--- config.mk ---
export PLATFORM = sky130hd
export DESIGN_NAME = dep_ctrl
export DESIGN_NICKNAME = d
export VERILOG_FILES = /design/src/rtl/dep_pkg.sv /design/src/rtl/dep_ctrl.sv
export SDC_FILE = /design/constraint.sdc
export NUM_CORES = 1
export LEC_CHECK = 0
export BUFFER_PORTS_ARGS = -buffer_cell sky130_fd_sc_hd__buf_2
export CAP_MARGIN = 10
export CORE_AREA = 2 2 39 41
export DETAILED_ROUTE_END_ITERATION = 7
export DIE_AREA = 0 0 41 43
export PLACE_DENSITY_LB_ADDON = 0.25
export SYNTH_ARGS = -nofsm -noshare
export SYNTH_HDL_FRONTEND = slang
export SYNTH_SLANG_ARGS = --single-unit
--- constraint.sdc ---
create_clock -name i_clk -period 2.1 [get_ports i_clk]
set_input_delay 0.105 -clock i_clk [delete_from_list [all_inputs] [get_ports i_clk]]
set_output_delay 0.105 -clock i_clk [all_outputs]
set_load 0.01 [all_outputs]
--- src/rtl/dep_pkg.sv ---
// ----------------------------------------------------------------------------
// dep_pkg
// Shared constants, codes and controller/datapath interface types for the
// double-ended priority queue.
// ----------------------------------------------------------------------------
package dep_pkg;

    localparam int DEP_CAPACITY = 1024;
    localparam int VALUE_W      = 32;
    localparam int ACTION_W     = 2;
    localparam int STATUS_W     = 2;

    // action codes
    localparam logic [ACTION_W-1:0] ACT_INSERT     = 2'd0;
    localparam logic [ACTION_W-1:0] ACT_REMOVE_MIN = 2'd1;
    localparam logic [ACTION_W-1:0] ACT_QUERY_MAX  = 2'd2;

    // status codes
    localparam logic [STATUS_W-1:0] STS_OK    = 2'd0;
    localparam logic [STATUS_W-1:0] STS_EMPTY = 2'd1;
    localparam logic [STATUS_W-1:0] STS_FULL  = 2'd2;

    // controller -> datapath
    typedef struct packed {
        logic                load_item;    // latch the incoming value
        logic                ins_start;    // set up the insert walk from the tail
        logic                shift;        // move one entry up a slot
        logic                place;        // write the new value and grow
        logic                pop;          // drop the minimum
        logic                res_set;      // capture the result
        logic                res_from_ram; // result value is the read data
        logic [STATUS_W-1:0] res_status;
        logic                out_load;     // move the result to the output register
    } t_dep_cmd;

    // datapath -> controller
    typedef struct packed {
        logic empty;
        logic full;
        logic greater;   // entry under the walk pointer is above the new value
        logic out_free;  // output register can take a result this cycle
    } t_dep_sts;

endpackage

--- src/rtl/dep_ctrl.sv ---
// ----------------------------------------------------------------------------
// dep_ctrl
// Sequencer: decodes an accepted item, runs the insert walk over the store
// and hands the result to the output register.
// ----------------------------------------------------------------------------
module dep_ctrl (
    input  logic                          i_clk,
    input  logic                          i_rst_n,
    input  logic                          i_valid,
    input  logic [dep_pkg::ACTION_W-1:0]  i_action,
    input  dep_pkg::t_dep_sts             i_sts,
    output dep_pkg::t_dep_cmd             o_cmd,
    output logic                          o_stall
);

    import dep_pkg::*;

    typedef enum logic [3:0] {
        ST_IDLE = 4'b0001,
        ST_INS  = 4'b0010,
        ST_QRY  = 4'b0100,
        ST_DONE = 4'b1000
    } t_state;

    t_state   r_state, n_state;
    t_dep_cmd cmd;

    always_comb begin
        n_state = r_state;
        cmd     = '0;
        unique case (r_state)
            ST_IDLE: begin
                if (i_valid) begin
                    cmd.load_item = 1'b1;
                    unique case (i_action)
                        ACT_INSERT: begin
                            if (i_sts.full) begin
                                cmd.res_set    = 1'b1;
                                cmd.res_status = STS_FULL;
                                n_state        = ST_DONE;
                            end else begin
                                cmd.ins_start = 1'b1;
                                n_state       = ST_INS;
                            end
                        end
                        ACT_REMOVE_MIN: begin
                            cmd.res_set = 1'b1;
                            if (i_sts.empty) begin
                                cmd.res_status = STS_EMPTY;
                            end else begin
                                cmd.pop        = 1'b1;
                                cmd.res_status = STS_OK;
                            end
                            n_state = ST_DONE;
                        end
                        ACT_QUERY_MAX: begin
                            if (i_sts.empty) begin
                                cmd.res_set    = 1'b1;
                                cmd.res_status = STS_EMPTY;
                                n_state        = ST_DONE;
                            end else begin
                                // tail entry is being read this cycle
                                n_state = ST_QRY;
                            end
                        end
                        default: begin
                            cmd.res_set    = 1'b1;
                            cmd.res_status = STS_OK;
                            n_state        = ST_DONE;
                        end
                    endcase
                end
            end
            ST_INS: begin
                if (i_sts.greater) begin
                    cmd.shift = 1'b1;
                end else begin
                    cmd.place      = 1'b1;
                    cmd.res_set    = 1'b1;
                    cmd.res_status = STS_OK;
                    n_state        = ST_DONE;
                end
            end
            ST_QRY: begin
                cmd.res_set      = 1'b1;
                cmd.res_from_ram = 1'b1;
                cmd.res_status   = STS_OK;
                n_state          = ST_DONE;
            end
            ST_DONE: begin
                if (i_sts.out_free) begin
                    cmd.out_load = 1'b1;
                    n_state      = ST_IDLE;
                end
            end
            default: begin
                n_state = ST_IDLE;
            end
        endcase
    end

    always_ff @(posedge i_clk) begin
        if (!i_rst_n) begin
            r_state <= ST_IDLE;
        end else begin
            r_state <= n_state;
        end
    end

    assign o_cmd   = cmd;
    assign o_stall = (r_state != ST_IDLE);

endmodule

# --- Word-level counts from Yosys, hierarchy flattened ---
# Cells that the tools add are included.
classes:
  n_eq_ne: 10
  mux: 30
  n_reduce_logical: 3
ops:
  columns: ["operator", "n"]
  rows:
  - ["4-bit two-way mux", 5]
  - ["4-bit case mux with 4 select lines", 1]
  - ["2-bit two-way mux", 7]
  - ["1-bit two-way mux", 13]
  - ["4-bit case mux with 2 select lines", 1]
  - ["2-bit != test (second input constant)", 3]
  - ["4-bit by 1-bit equality test with 1-bit output (second input constant)", 1]
  - ["4-bit by 2-bit equality test with 1-bit output (second input constant)", 1]
  - ["4-bit by 3-bit equality test with 1-bit output (second input constant)", 1]
  - ["4-bit equality test (second input constant)", 1]
  - ["4-bit by 1-bit != test with 1-bit output (second input constant)", 1]
  - ["2-bit case mux with 2 select lines", 1]
  - ["1-bit case mux with 3 select lines", 1]
  - ["3-bit AND reduction", 1]
  - ["2-bit by 1-bit equality test with 1-bit output (second input constant)", 1]
  - ["2-bit equality test (second input constant)", 1]
  - ["2-bit logical NOT", 1]
  - ["1-bit case mux with 2 select lines", 1]
  - ["2-bit OR reduction", 1]
totals:
  reg_bits: 4
  inputBits: 9
  elab_cells: 44

# --- Longest topological paths before layout ---
# Gate-level depths: netlist (run 1).
depth:
  word_depth: 5
  mapped_depth: 5

# --- Worst setup path before layout (run 1) ---
# No wires, ideal clock.
synth_path:
  path_type: "reg-to-output"
  start: "register r_state[1]"
  end: "output o_cmd[2] in the netlist's numbering"
  arrival_time_ns: 1.519
  t_required_ns: 1.995
  slack_ns: 0.476
  path_stages_with_launch: 6
  path_buffers: 1
  path_cell_list: "dfxtp_1 > or4b_1 > buf_2 > or2_4 > clkinv_2 > and3_1"
synth_lines:
  columns: ["item", "line", "rtl"]
  rows:
  - ["start: declaration", "dep_ctrl.sv:25", "t_state r_state, n_state;"]
  - ["start signal: assignment", "dep_ctrl.sv:106", "r_state <= n_state;"]
  - ["end: declaration", "dep_ctrl.sv:12", "output dep_pkg::t_dep_cmd o_cmd,"]

==> flow_metrics.tcl, run 1 <==
set metrics [dict create \
    outcome "complete, no violations" \
    max_ffs_per_register 4 \
    max_slew.worst_pin.slew_ns 0.443 \
    final_net_count 83 \
    post_synth_inst_count 46 \
    yosys.area_share.xor_xnor_pct 0 \
    worstPathBufferInverterCount 2 \
    core.rowCount 14 \
    numPortBuffers 19 \
    totalWireLength_um 827 \
    total_count_of_hold_check_failures_in_the_final_report 0 \
    postCtsResizedCells 0 \
    synth_commonest_cells "sky130_fd_sc_hd__ha_1 (5), sky130_fd_sc_hd__dfxtp_1 (4), sky130_fd_sc_hd__inv_1 (4), sky130_fd_sc_hd__nand2_1 (4), sky130_fd_sc_hd__nor3_1 (4)" \
    worst_supply_voltage_drop_on_vdd_mv 0.193 \
    post_synthesis_async_set_or_reset_flop_share_pct 0 \
    synth_top_family_by_area "simple AND/OR/NAND/NOR gates" \
    synth_fa_ha_area_share_pct 16.5 \
    ys_ff_latch 4 \
    finalHoldWorstSlack_ns 0.102 \
    cpPeakStageDelay_ns 0.65 \
    antenna_found_initial 0 \
    starting_density_pct 27.4 \
    maxClockFrequency_mhz 509 \
    grt_pass1_vias 327 \
    compound_gate_portion_of_the_synthesized_area_pct 18.5 \
    ant_nets 0 \
    globalRouteMet2Util_pct 15.3 \
    rrSetupSlack_ns 0.53 \
    fp.dieH_um 43 \
    static-leakage-power_nw 0.277 \
    crit_family "simple AND/OR/NAND/NOR gates" \
    max_h_tree_level 1 \
    timing.critical_path.to_type "primary output" \
    multi_input_area_sq_um 274 \
    synth.area.mux_share_pct 0 \
    postSynthAreaPerCell_sq_um 8.24 \
    post_synthesis_instance_area_sq_um 379 \
    num_vias 400 \
    grt_pass1_wl_um 1300 \
    drv.max_cap_violation_count 0 \
    drcViolationCount 0 \
    gr-max-usage-layer "met2" \
    coreArea_sq_um 1380 \
    startpoint_of_the_worst_hold_path "i_rst_n" \
    insertion_delay_ns 0.23 \
    synth_simple_gate_area_share_pct 37.3 \
    clk_transition_reported_paths_ns 0.04 \
    synth.net_count 60 \
    gp_routability_congestion 0.723 \
    synth-seq-area-share_pct 21.1 \
    drive_above_1_share_pct 40.3 \
    yosys.area.top_type "sky130_fd_sc_hd__dfxtp_1" \
    fin_tns_setup_ns 0 \
    synthDistinctLibCells 26 \
    yosys_warnings 0 \
    number_of_synthesized_flops_with_an_enable_pin 0 \
    detail_route.vias_per_cell 4.82 \
    wire_per_inst_um 9.96 \
    clock_sink_count 4 \
    worst-setup-path-type "reg2out" \
    period_minus_slack_ns 1.97 \
    clockBufferDepth 2 \
    regMostFlops "r_state" \
    cts_tree "yes" \
    die_x_um 41 \
    total_half_perimeter_wirelength_after_legalization_and_detailed_placement_um 703 \
    num-fill-cells 160 \
    post-route-cell-area_sq_um 512 \
    slew_violations 0 \
    yosys_most_used_dff "sky130_fd_sc_hd__dfxtp_1" \
    start_kind "register" \
    cts_inserted_buffers 3 \
    met1_usage_pct 13.1 \
    design.portCount 20 \
    critical_path.slowest_cell "sky130_fd_sc_hd__or4b_1" \
    powerDensity_nw_per_um2 493 \
    drtIter0Drc 3 \
    postLayoutSetupSlackWorst_ns 0.133 \
    use_met3_pct 6.81 \
    final_min_period_over_clock_period_pct 93.6 \
    yosys.area.top_type_share_pct 21.1 \
    post_cts_hold_buffer_count 0 \
    finalClockSkew_ns 0.00112 \
    seq_area_sq_um 80.1 \
    grt_start_max_net_pins 7 \
    setup_repair_after_global_routing_missed_its_margin "false" \
    worst-endpoint-required_ns 2.00 \
    first_pass_iteration_count_of_the_detailed_router 3 \
    clockRootBuffer "sky130_fd_sc_hd__clkbuf_4" \
    grt_remaining_overflow 0 \
    biggestRegsByFlops "r_state: 4 flops" \
    grt.total_usage_pct 10.9 \
    cp_max_fo 6 \
    min-delay-path-class "in2reg" \
    die_ar_sq_um 1760 \
    placed_cell_area_sq_um 489 \
    place_ws_ns 0.383 \
    critical_path_startpoint "r_state[1]" \
    areaGrowthSynthToFinish_pct 35.0 \
    post-cts-setup-buffer-count 0 \
    n_antenna_cell 0 \
    yosys.cell_count.top_type "sky130_fd_sc_hd__ha_1" \
    timing.final.setup_violations 0 \
    synth_area_leaders "sky130_fd_sc_hd__dfxtp_1 (21%), sky130_fd_sc_hd__ha_1 (17%), sky130_fd_sc_hd__nor3_1 (5.3%)" \
    max_slew_margin_pct 70.1 \
    cp.arrival_ns 1.86 \
    path_cells "or4b_1 -> or2_4 -> clkinv_2 -> and3_1 -> buf_2" \
    regToRegStartpoint "r_state[1]" \
]
-- through the flow --
stage / power (mW) / utilization, % / cells
6_report: 0.252 / 37.0 / 83
5_1_grt: 0.278 / 37.0 / 83
4_1_cts: 0.259 / 37.0 / 83
3_5_place_dp: 0.161 / 35.4 / 80
3_3_place_gp: 0.161 / 35.4 / 80
2_1_floorplan: 0.135 / - / 46
-- worst paths after layout --
check	endpoint	depth (start not counted)
worst max register to register	r_state[0]	4
worst min register to register	r_state[0]	2
worst max-delay path	o_cmd[2]	5
worst min-delay path	r_state[0]	2
-- layout make-up --
class | count | area share [%]
inverters | 5 | 3.91
flip-flops and latches | 4 | 15.6
multi-input cells | 36 | 53.5
repair buffers | 19 | 18.6
well taps | 16 | 3.91
clock buffers | 3 | 4.40
-- report_power, final --
group	total, mW	switching, mW	internal (mW)
Clock	0.0933	0.0294	0.0638
Combinational	0.0734	0.0386	0.0347
Sequential	0.0857	0.00501	0.0807
Total	0.252	0.0731	0.179
-- layout by cell type, fill, tap and decap left out, drive strengths merged --
cell type | Yosys | layout
nor3 | 5 | 5
and3 | 1 | 1
nor2 | 2 | 2
ha | 5 | 5
and2 | 1 | 1
nand2b | 1 | 1
nor4b | 1 | 1
buf | 1 | 19
nand2 | 4 | 4
nand3b | 2 | 2
o211a | 1 | 1
or4b | 1 | 1
o21ai | 1 | 1
a2bb2oi | 2 | 2
nor3b | 1 | 1
dfxtp | 4 | 4
a211o | 1 | 1
a311oi | 1 | 1
or2 | 1 | 1
clkinv | 1 | 1
o21a | 2 | 2
a21oi | 1 | 1
inv | 4 | 4
or3b | 1 | 1
nor2b | 1 | 1
clkbuf | 0 | 3
-- worst register-to-register path: stages (launching register included) --
cell                       delay (ns)
sky130_fd_sc_hd__dfxtp_1         0.33
sky130_fd_sc_hd__or4b_1          0.65
sky130_fd_sc_hd__or2_4           0.31
sky130_fd_sc_hd__clkinv_2        0.07
sky130_fd_sc_hd__o21ai_0         0.08
-- per-layer routing --
| layer | part of all wire [%] | routed length, um | vias to the layer above |
|---|---|---|---|
| met5 | 0 | 0 | - |
| met4 | 0 | 0 | 0 |
| met3 | 10 | 83 | 0 |
| met2 | 46 | 378 | 19 |
| met1 | 44 | 365 | 173 |
| li1 | - | - | 208 |
-- logic make-up after synthesis --
logic type	Yosys count
AND/OR/NAND/NOR	22
buffers and inverters	6
adder cells (fa/ha/maj)	5
flip-flops	4
AO/OA/AOI/OAI	9
Power figures use the tool's default switching activity.
==> inputs of run 2 (changes only) <==
SETUP_SLACK_MARGIN = 0.5   (was not set)
==> run 2 against run 1 <==
Effect of this change:
- power is 11% higher
- hold slack lost 0.0050 ns
- clock power fell by 2%
- largest power group is now combinational logic
- cell area grew 16%
- sequential share of layout area is 0.91 points lower
- non-clock buffer count grew 5
- critical path depth is the same
- core utilization grew 6.0 points
- combinational power rose by 38%
- clock skew is 0.00052 ns lower
- routed wire length grew 12%
==> flow_metrics.tcl, run 2 (synthesis gave the netlist of run 1 again) <==
set metrics [dict create \
    design.portCount 20 \
    coreArea_sq_um 1380 \
    drcViolationCount 0 \
    slew_violations 0 \
    detail_route.vias_per_cell 4.82 \
    final_min_period_over_clock_period_pct 85.2 \
    n_antenna_cell 0 \
    final_net_count 88 \
    maxClockFrequency_mhz 559 \
    finalNonFillerCells 88 \
    most_common_library_cell_in_the_layout_ignoring_fill_and_taps "sky130_fd_sc_hd__buf_2" \
    worst-setup-path-type "reg2out" \
    ant_nets 0 \
    first_pass_iteration_count_of_the_detailed_router 2 \
    path_cells "or4b_4 -> or2_4 -> clkinv_4 -> and3_4 -> buf_6" \
    max_slew_margin_pct 80.7 \
    powerDensity_nw_per_um2 469 \
    drive_above_1_share_pct 55.6 \
    totalWireLength_um 923 \
    timing.critical_path.to_type "primary output" \
    antenna_found_initial 0 \
    setup_repair_after_global_routing_missed_its_margin "true" \
    period_minus_slack_ns 1.79 \
    worst-endpoint-required_ns 2.00 \
    timing.final.setup_violations 0 \
    max_h_tree_level 1 \
    wire_per_inst_um 10.5 \
    outcome "complete, no violations" \
    starting_density_pct 27.4 \
    clock_sink_count 4 \
    grt_pass1_wl_um 1500 \
    cts_tree "yes" \
    worstPathBufferInverterCount 2 \
    clk_transition_reported_paths_ns 0.03 \
    grt.total_usage_pct 12.2 \
    drtIter0Drc 4 \
    max_ffs_per_register 4 \
    total_count_of_hold_check_failures_in_the_final_report 0 \
    grt_remaining_overflow 0 \
    regMostFlops "r_state" \
    numPortBuffers 19 \
    post_layout_total_power_mw 0.279 \
    clockRootBuffer "sky130_fd_sc_hd__clkbuf_4" \
    min-delay-path-class "in2reg" \
    worst_supply_voltage_drop_on_vdd_mv 0.140 \
    most-common-layout-cells "sky130_fd_sc_hd__buf_2 (17), sky130_fd_sc_hd__ha_1 (5), sky130_fd_sc_hd__buf_4 (5)" \
    total_half_perimeter_wirelength_after_legalization_and_detailed_placement_um 706 \
    num-fill-cells 138 \
    die_x_um 41 \
    clockBufferDepth 2 \
    static-leakage-power_nw 0.305 \
    die_ar_sq_um 1760 \
    insertion_delay_ns 0.23 \
    crit_family "simple AND/OR/NAND/NOR gates" \
    placed_cells_incl_taps 80 \
    start_kind "register" \
    areaGrowthSynthToFinish_pct 56.8 \
    cp_max_fo 4 \
    cp.arrival_ns 1.68 \
    finalClockSkew_ns 0.000600 \
    critical_path.slowest_cell "sky130_fd_sc_hd__or4b_4" \
    drv.max_cap_violation_count 0 \
    core.rowCount 14 \
    grt_pass1_vias 380 \
    gp_routability_congestion 0.716 \
    biggestRegsByFlops "r_state: 4 flops" \
    cpPeakStageDelay_ns 0.54 \
    finalHoldWorstSlack_ns 0.0967 \
    grt_start_max_net_pins 7 \
    fp.dieH_um 43 \
    max_slew.worst_pin.slew_ns 0.289 \
    num_vias 424 \
    fin_tns_setup_ns 0 \
    cts_inserted_buffers 3 \
]
## run 2: stage by stage
| stage | setup slack (ns) | utilization [%] | cell area (sq um) |
|---|---|---|---|
| after floorplan | 0.497 | - | 394 |
| after global placement | 0.399 | 36.0 | 498 |
| after detailed placement | 0.377 | 36.0 | 498 |
| after CTS | 0.297 | 41.3 | 572 |
| after global routing | 0.274 | 42.9 | 594 |
| final | 0.312 | 42.9 | 594 |
## run 2: report_power, final
group          switching (mW)  internal (mW)
sequential            0.00449         0.0812
combinational          0.0474         0.0540
clock                  0.0281         0.0637
total                  0.0799          0.199
## run 2: layer usage
| layer | vias to the layer above | track usage (%) | share of wire, % | routed length (um) |
|---|---|---|---|---|
| met5 | - | 0 | 0 | 0 |
| met4 | 0 | 6.00 | 1.8 | 17 |
| met3 | 2 | 1.57 | 6.3 | 58 |
| met2 | 16 | 20.0 | 47 | 433 |
| met1 | 188 | 14.8 | 45 | 415 |
| li1 | 218 | - | - | - |
## run 2: layout make-up
type	count	area, sq um	share of cell area [%]
Timing Repair Buffer	24	145	24.4
Sequential cell	4	87.6	14.7
Tap cell	16	20.0	3.37
Multi-Input combinational cell	36	295	49.7
Inverter	5	23.8	4.00
Clock buffer	3	22.5	3.79
## run 2: what timing repair did
action | 4_1_cts | 5_1_grt
buffers inserted | 4 | 1
hold buffers | 0 | 0
gates resized for setup | 7 | 3
endpoints found under the setup margin | 5 | 10
endpoints found under the hold margin | 0 | 0
pin swaps | 5 | 3
## run 2: final timing paths
path              startpoint          to  slack, ns  cells past startpoint
setup / recovery  r_state[3]    o_cmd[2]       0.31                      5
hold / removal      i_sts[3]  r_state[2]        0.1                      2
setup reg to reg  r_state[2]  r_state[3]       0.61                      4
hold reg to reg   r_state[0]  r_state[0]       0.58                      2
## run 2: worst register-to-register path: stages (launching register included)
cell and delay (ns):
sky130_fd_sc_hd__dfxtp_2 0.31, sky130_fd_sc_hd__buf_4 0.14, sky130_fd_sc_hd__or3b_2 0.47, sky130_fd_sc_hd__a311oi_2 0.32
sky130_fd_sc_hd__o211a_1 0.19
==> inputs of run 3 (changes only) <==
clock period = 2.04 ns   (was 2.1 ns; I/O delays follow)
==> run 3 against run 2 <==
Effect of this change:
- sequential cell count stayed put
- count of clock-buffer cells in the layout stayed put
- clock skew hardly changed
- register-to-register slack worse by 0.10 ns
- critical path depth stayed put
- clock power is 4.4% higher
- hold slack worse by 0.0065 ns
==> flow_metrics.tcl, run 3 (synthesis gave the netlist of run 1 again) <==
set metrics [dict create \
    totalWireLength_um 888 \
    total_count_of_hold_check_failures_in_the_final_report 0 \
    starting_density_pct 27.4 \
    regMostFlops "r_state" \
    core.rowCount 14 \
    post_layout_total_power_mw 0.284 \
    grt_pass1_vias 377 \
    most-common-layout-cells "sky130_fd_sc_hd__buf_2 (17), sky130_fd_sc_hd__ha_1 (5)" \
    clockRootBuffer "sky130_fd_sc_hd__clkbuf_4" \
    reg_to_reg_critical_path_endpoint "r_state[3]" \
    clk_transition_reported_paths_ns 0.04 \
    max_slew_margin_pct 78.6 \
    cp_max_fo 4 \
    grt_remaining_overflow 0 \
    die_x_um 41 \
    outcome "complete, no violations" \
    cts_tree "yes" \
    insertion_delay_ns 0.23 \
    drtIter0Drc 2 \
    worst-setup-path-type "reg2out" \
    postLayoutSetupSlackWorst_ns 0.269 \
    timing.critical_path.to_type "primary output" \
    setup_repair_after_global_routing_missed_its_margin "true" \
    clockBufferDepth 2 \
    fin_tns_setup_ns 0 \
    ant_nets 0 \
    worst-endpoint-required_ns 1.94 \
    design.portCount 20 \
    max_h_tree_level 1 \
    rrSetupSlack_ns 0.51 \
    rr_worst_depth 4 \
    min_delay_worst_endpoint "r_state[0]" \
    grt_pass1_wl_um 1410 \
    numPortBuffers 19 \
    drcViolationCount 0 \
    fp.dieH_um 43 \
    first_pass_iteration_count_of_the_detailed_router 2 \
    clock_sink_count 4 \
    gp_routability_congestion 0.717 \
    powerDensity_nw_per_um2 489 \
    post_cts_hold_buffer_count 0 \
    regToRegStartpoint "r_state[2]" \
    coreArea_sq_um 1380 \
    num-fill-cells 148 \
    grt.total_usage_pct 11.7 \
    finalClockSkew_ns 0.000332 \
    total_half_perimeter_wirelength_after_legalization_and_detailed_placement_um 725 \
    start_kind "register" \
    cts_inserted_buffers 3 \
    timing.hold.worst_path_depth 2 \
    static-leakage-power_nw 0.299 \
    maxClockFrequency_mhz 565 \
    drive_above_1_share_pct 54.9 \
    final_net_count 87 \
    num_vias 419 \
    detail_route.vias_per_cell 4.82 \
    final_min_period_over_clock_period_pct 86.8 \
    areaGrowthSynthToFinish_pct 53.1 \
    max_slew.worst_pin.slew_ns 0.319 \
    worst_supply_voltage_drop_on_vdd_mv 0.151 \
    max_ffs_per_register 4 \
    min-delay-path-class "in2reg" \
    biggestRegsByFlops "r_state: 4 flops" \
    grt_start_max_net_pins 7 \
    antenna_found_initial 0 \
    period_minus_slack_ns 1.77 \
    slew_violations 0 \
    place_ws_ns 0.330 \
    wire_per_inst_um 10.2 \
    drv.max_cap_violation_count 0 \
    cp.arrival_ns 1.67 \
    startpoint_of_the_worst_hold_path "i_rst_n" \
    timing.final.setup_violations 0 \
    die_ar_sq_um 1760 \
    n_antenna_cell 0 \
    most_common_library_cell_in_the_layout_ignoring_fill_and_taps "sky130_fd_sc_hd__buf_2" \
]
run 3: routing by layer:
layer,share of wire (%),wire length (um),vias up,track usage (%)
li1,-,-,216,-
met1,41,362,185,12.5
met2,51,451,16,20.6
met3,6.4,57,2,1.57
met4,1.9,17,0,6.00
met5,0,0,-,0
run 3: repair_timing:
item                       CTS  global route
setup endpoints to repair    7            10
gates resized for setup      5             3
pin swaps                    4             1
buffers inserted             4             0
run 3: worst max path at each step:
stage	end	start	cells after the start
after global routing	o_cmd[2]	r_state[3]	5
after global placement	o_cmd[2]	r_state[2]	5
after detailed placement	o_cmd[2]	r_state[3]	5
final	o_cmd[2]	r_state[3]	5
after floorplan	o_cmd[2]	r_state[2]	5
after CTS	o_cmd[2]	r_state[3]	5
run 3: where the power goes:
| part | switching, mW | internal, mW |
|---|---|---|
| Combinational | 0.0474 | 0.0527 |
| Clock | 0.0300 | 0.0656 |
| Sequential | 0.00399 | 0.0840 |
run 3: through the flow:
| stage | area [sq um] | instances | hold WS [ns] | utilization, % |
|---|---|---|---|---|
| global placement | 499 | 80 | 0.333 | 36.1 |
| finish | 581 | 87 | 0.0902 | 42.0 |
| global route | 581 | 87 | 0.111 | 42.0 |
| detailed placement | 499 | 80 | 0.331 | 36.1 |
| CTS | 571 | 87 | 0.0882 | 41.2 |
| floorplan | 395 | 46 | 0.171 | - |
run 3: layout make-up:
| class | count | area [sq um] | share of cell area (%) |
|---|---|---|---|
| flip-flops and latches | 4 | 85.1 | 14.7 |
| multi-input cells | 36 | 292 | 50.2 |
| clock buffers | 3 | 22.5 | 3.88 |
| inverters | 5 | 23.8 | 4.09 |
| well taps | 16 | 20.0 | 3.45 |
| repair buffers | 23 | 138 | 23.7 |
run 3: worst max-delay path: stages, from the launching register on:
cell,delay [ns]
sky130_fd_sc_hd__dfxtp_2,0.31
sky130_fd_sc_hd__or4b_4,0.53
sky130_fd_sc_hd__or2_4,0.28
sky130_fd_sc_hd__clkinv_4,0.06
sky130_fd_sc_hd__and3_4,0.16
sky130_fd_sc_hd__buf_6,0.09
